## config.mk

```make
export PLATFORM = sky130hd
export DESIGN_NAME = siu_ctrl
export DESIGN_NICKNAME = d
export VERILOG_FILES = /design/src/sv/siu_pkg.sv /design/src/sv/siu_ctrl.sv
export SDC_FILE = /design/constraint.sdc
export NUM_CORES = 1
export LEC_CHECK = 0
export BUFFER_PORTS_ARGS = -buffer_cell sky130_fd_sc_hd__buf_2
export CORE_AREA = 2 2 39 41
export CTS_CLUSTER_DIAMETER = 100
export DETAILED_ROUTE_END_ITERATION = 10
export DIE_AREA = 0 0 41 43
export SLEW_MARGIN = 5
export SYNTH_ARGS = -nofsm -noshare
export SYNTH_HDL_FRONTEND = slang
export SYNTH_SLANG_ARGS = --single-unit
```

## constraint.sdc

```tcl
create_clock -name clk -period 1.34 [get_ports clk]
set_input_delay 0.201 -clock clk [delete_from_list [all_inputs] [get_ports clk]]
set_output_delay 0.201 -clock clk [all_outputs]
set_load 0.02 [all_outputs]
```

## src/sv/siu_pkg.sv

```systemverilog
`timescale 1ns / 1ps
package siu_pkg;

	localparam logic ACT_LOAD   = 1'b0;
	localparam logic ACT_RENDER = 1'b1;

	localparam logic REG_SRC_WIDTH  = 1'b0;
	localparam logic REG_SRC_HEIGHT = 1'b1;

	// Coverage test: d2 * COV_MUL <= 2 * (COV_A * SCALE + COV_B - COV_STEP * k)^2
	localparam int COV_MUL  = 10240000;
	localparam int COV_A    = 3968;
	localparam int COV_B    = 3200;
	localparam int COV_STEP = 25;

	typedef struct packed {
		logic capture;
		logic scan_start;
		logic issue;
		logic lhs;
		logic srch;
		logic out_load;
	} cmd_t;

	typedef struct packed {
		logic geom_err;
		logic scan_last;
		logic pipe_busy;
		logic srch_last;
		logic out_free;
	} sts_t;

endpackage

```

## src/sv/siu_ctrl.sv

```systemverilog
`timescale 1ns / 1ps
module siu_ctrl (
	input  logic          clk,
	input  logic          arst_n,
	input  logic          in_valid,
	input  logic          in_action,
	output logic          in_ready,
	output siu_pkg::cmd_t cmd,
	input  siu_pkg::sts_t sts
);
	import siu_pkg::*;

	localparam logic [2:0] ST_IDLE  = 3'd0;
	localparam logic [2:0] ST_CHECK = 3'd1;
	localparam logic [2:0] ST_SCAN  = 3'd2;
	localparam logic [2:0] ST_DRAIN = 3'd3;
	localparam logic [2:0] ST_LHS   = 3'd4;
	localparam logic [2:0] ST_SRCH  = 3'd5;
	localparam logic [2:0] ST_OUT   = 3'd6;

	logic [2:0] state_q, state_d;

	always_comb begin
		state_d  = state_q;
		cmd      = '0;
		in_ready = 1'b0;
		case (state_q)
			ST_IDLE: begin
				in_ready = 1'b1;
				if (in_valid) begin
					cmd.capture = 1'b1;
					if (in_action == ACT_RENDER) begin
						state_d = ST_CHECK;
					end
				end
			end
			ST_CHECK: begin
				if (sts.geom_err) begin
					state_d = ST_OUT;
				end else begin
					cmd.scan_start = 1'b1;
					state_d = ST_SCAN;
				end
			end
			ST_SCAN: begin
				cmd.issue = 1'b1;
				if (sts.scan_last) begin
					state_d = ST_DRAIN;
				end
			end
			ST_DRAIN: begin
				if (!sts.pipe_busy) begin
					state_d = ST_LHS;
				end
			end
			ST_LHS: begin
				cmd.lhs = 1'b1;
				state_d = ST_SRCH;
			end
			ST_SRCH: begin
				cmd.srch = 1'b1;
				if (sts.srch_last) begin
					state_d = ST_OUT;
				end
			end
			ST_OUT: begin
				if (sts.out_free) begin
					cmd.out_load = 1'b1;
					state_d = ST_IDLE;
				end
			end
			default: begin
				state_d = ST_IDLE;
			end
		endcase
	end

	always_ff @(posedge clk or negedge arst_n) begin
		if (!arst_n) begin
			state_q <= ST_IDLE;
		end else begin
			state_q <= state_d;
		end
	end

endmodule

```

==> out/results.ini <==
[clocking]
clock_sinks=3
numCtsBuffers=3
cts_root_buf=clkbuf_4
clk_latency_ps=230
cts_tree=built
clkSlewWorstSetupHoldPaths_ps=40
h-tree-depth=1
ctsLongestPathBuffers=2

[place]
place.gp.congestion=0.680
place_ws_ps=103
placedCellCount=60
port_buffers=15
dpl.hpwl_um=464

[sta]
period_minus_slack_ps=1350
drv_slew=0
finalSetupViolCount=1
timing_hold_violations_final=0
final.setup.tns_ps=-10.6
worst_slack_ps=-10.6
max-slew-margin-rel_pct=87.4
hold_ws_ps=289
max_freq_mhz=740
rsz0062_at_grt=yes
fin_worst_skew_ps=0.928
worst_pin_slew_ps=189
fin_crit_sh_pct=101

[finish]
syn_to_final_growth_pct=82.4
regMostFlops=state_q
layout.cells.non_filler=69
fillers=154
reg_top3=state_q x3
final_nets=63
drive_gt1_share_pct=58.5
num_antenna_cells=0
largest_reg_flops=3

[floorplanning]
dieHeight_um=43
std_cell_rows=14
core_um2=1380
dieWidth_um=41
pin_count=16
dieArea_um2=1760
initial_core_util_pct=17.5

[setup_path]
cp.arrival_ps=1150
crit_required_ps=1140
worstSetupStartpointType=register
worstSetupPathType=register to output pin
cp_max_fo=6
critPathCaptureType=output pin

[synth]
synth_edf_count=0
synthCells=30
yosys_warnings=0
synth_area_leaders=dfrtp_1 31%, nor3_1 6.2%, o21ai_0 6.2%
synth_fp_nets=39
synth_most_common_cell=nand2_1
synth_top_flop_cell=dfrtp_1
async_flop_share_pct=100
yosysSeqAreaShare_pct=31.1
synth_top_area_cell=dfrtp_1
synth_top_area_share_pct=31.1
yosysUniqueCellTypes=17
yosys-top-cells-count=4 x nand2_1, 3 x dfrtp_1, 3 x nor3_1, 3 x o21ai_0
avgSynthCellArea_um2=8.05
netlist_area_um2=241
synth_seq_cells=3

[run_status]
violations=negative setup slack
outcome=complete, but fails checks

[detailed_routing]
vias=310
first_pass_iters=3
drt_iter0_drc=5
drt-wirelength-per-cell_um=10.2
antenna_left=0
routed_wl_um=702
drc=0
via_per_inst=4.49

[run]
drv_cap=0

[power_and_ir_drop]
p_leak_nw=0.198
p_per_area_nw_per_um2=2330
vdd_ir_drop_max_uv=899
power.total_mw=1.03

[grt]
grt_pass1_wl_mm=1.03
globalRouteOverflowTotal=0
grt_pass1_vias=272
antenna_found_initial=0
grtUsageTotal_pct=9.35
grt_max_degree=9

[min_path]
hold_path.class=primary input to async pin

final timing paths:
| kind | startpoint | to | slack, ps | cells past startpoint |
|---|---|---|---|---|
| setup / recovery | state_q[2] | cmd[5] | -10 | 3 |
| hold / removal | arst_n | state_q[2] | 290 | 2 |
| setup reg to reg | state_q[0] | state_q[1] | 40 | 6 |
| hold reg to reg | state_q[2] | state_q[2] | 610 | 2 |
| max in group asynchronous | arst_n | state_q[1] | 930 | 2 |
| min in group clk | sts[1] | state_q[2] | 290 | 3 |
stage by stage:
stage                     util, %  area, um^2
after global placement       24.5         339
after floorplan                 -         246
final                        31.8         440
after detailed placement     24.5         339
after CTS                    29.8         413
after global routing         31.8         440
routing by layer:
metal  wire length [um]  share of wire (%)  up-vias  GRT usage [%]
li1                   -                  -      157              -
met1                321                 46      140           9.35
met2                324                 46       11           14.4
met3                 40                5.7        2           3.14
met4                 14                2.0        0           8.00
met5                  0                  0        -              0
final cells by class:
class	count	area, um^2	share of cell area, %
clock buffer	4	26.3	5.97
sequential	3	78.8	17.9
inverter	1	3.75	0.852
timing repair buffer	21	138	31.3
multi-input combinational	24	174	39.5
tap	16	20.0	4.55
placed cells by master, fill, tap and decap left out, types with 2 or more instances in the layout:
cell type	netlist	final
buf_2	2	12
buf_4	0	6
nand2_1	4	4
o21ai_0	3	3
clkbuf_4	0	3
dfrtp_2	0	3
nand3_1	2	2
o21ai_1	2	2
buf_6	0	2
critical path: stages, from the launching register on:
cell	delay, ps
dfrtp_2	450
nor3_4	190
and2_1	150
buf_6	110
power by group:
| part | internal [mW] | total (mW) | switching [mW] |
|---|---|---|---|
| combinational | 0.301 | 0.607 | 0.306 |
| sequential | 0.146 | 0.262 | 0.116 |
| clock | 0.112 | 0.158 | 0.0469 |
logic make-up after synthesis:
group                  Yosys count  synth area share (%)
AO/OA/AOI/OAI                    8                  20.2
buffers and inverters            3                  5.70
flip-flops                       3                  31.1
multiplexers                     1                  4.66
AND/OR/NAND/NOR                 15                  38.3
timing repair:
item                                   CTS  global route
setup endpoints to repair                7             6
endpoints found under the hold margin    3             0
gates resized for setup                  6             7
buffers inserted                         4             0
pin swaps                                2             2
hold buffers                             1             0
(Power assumes the default switching activity.)
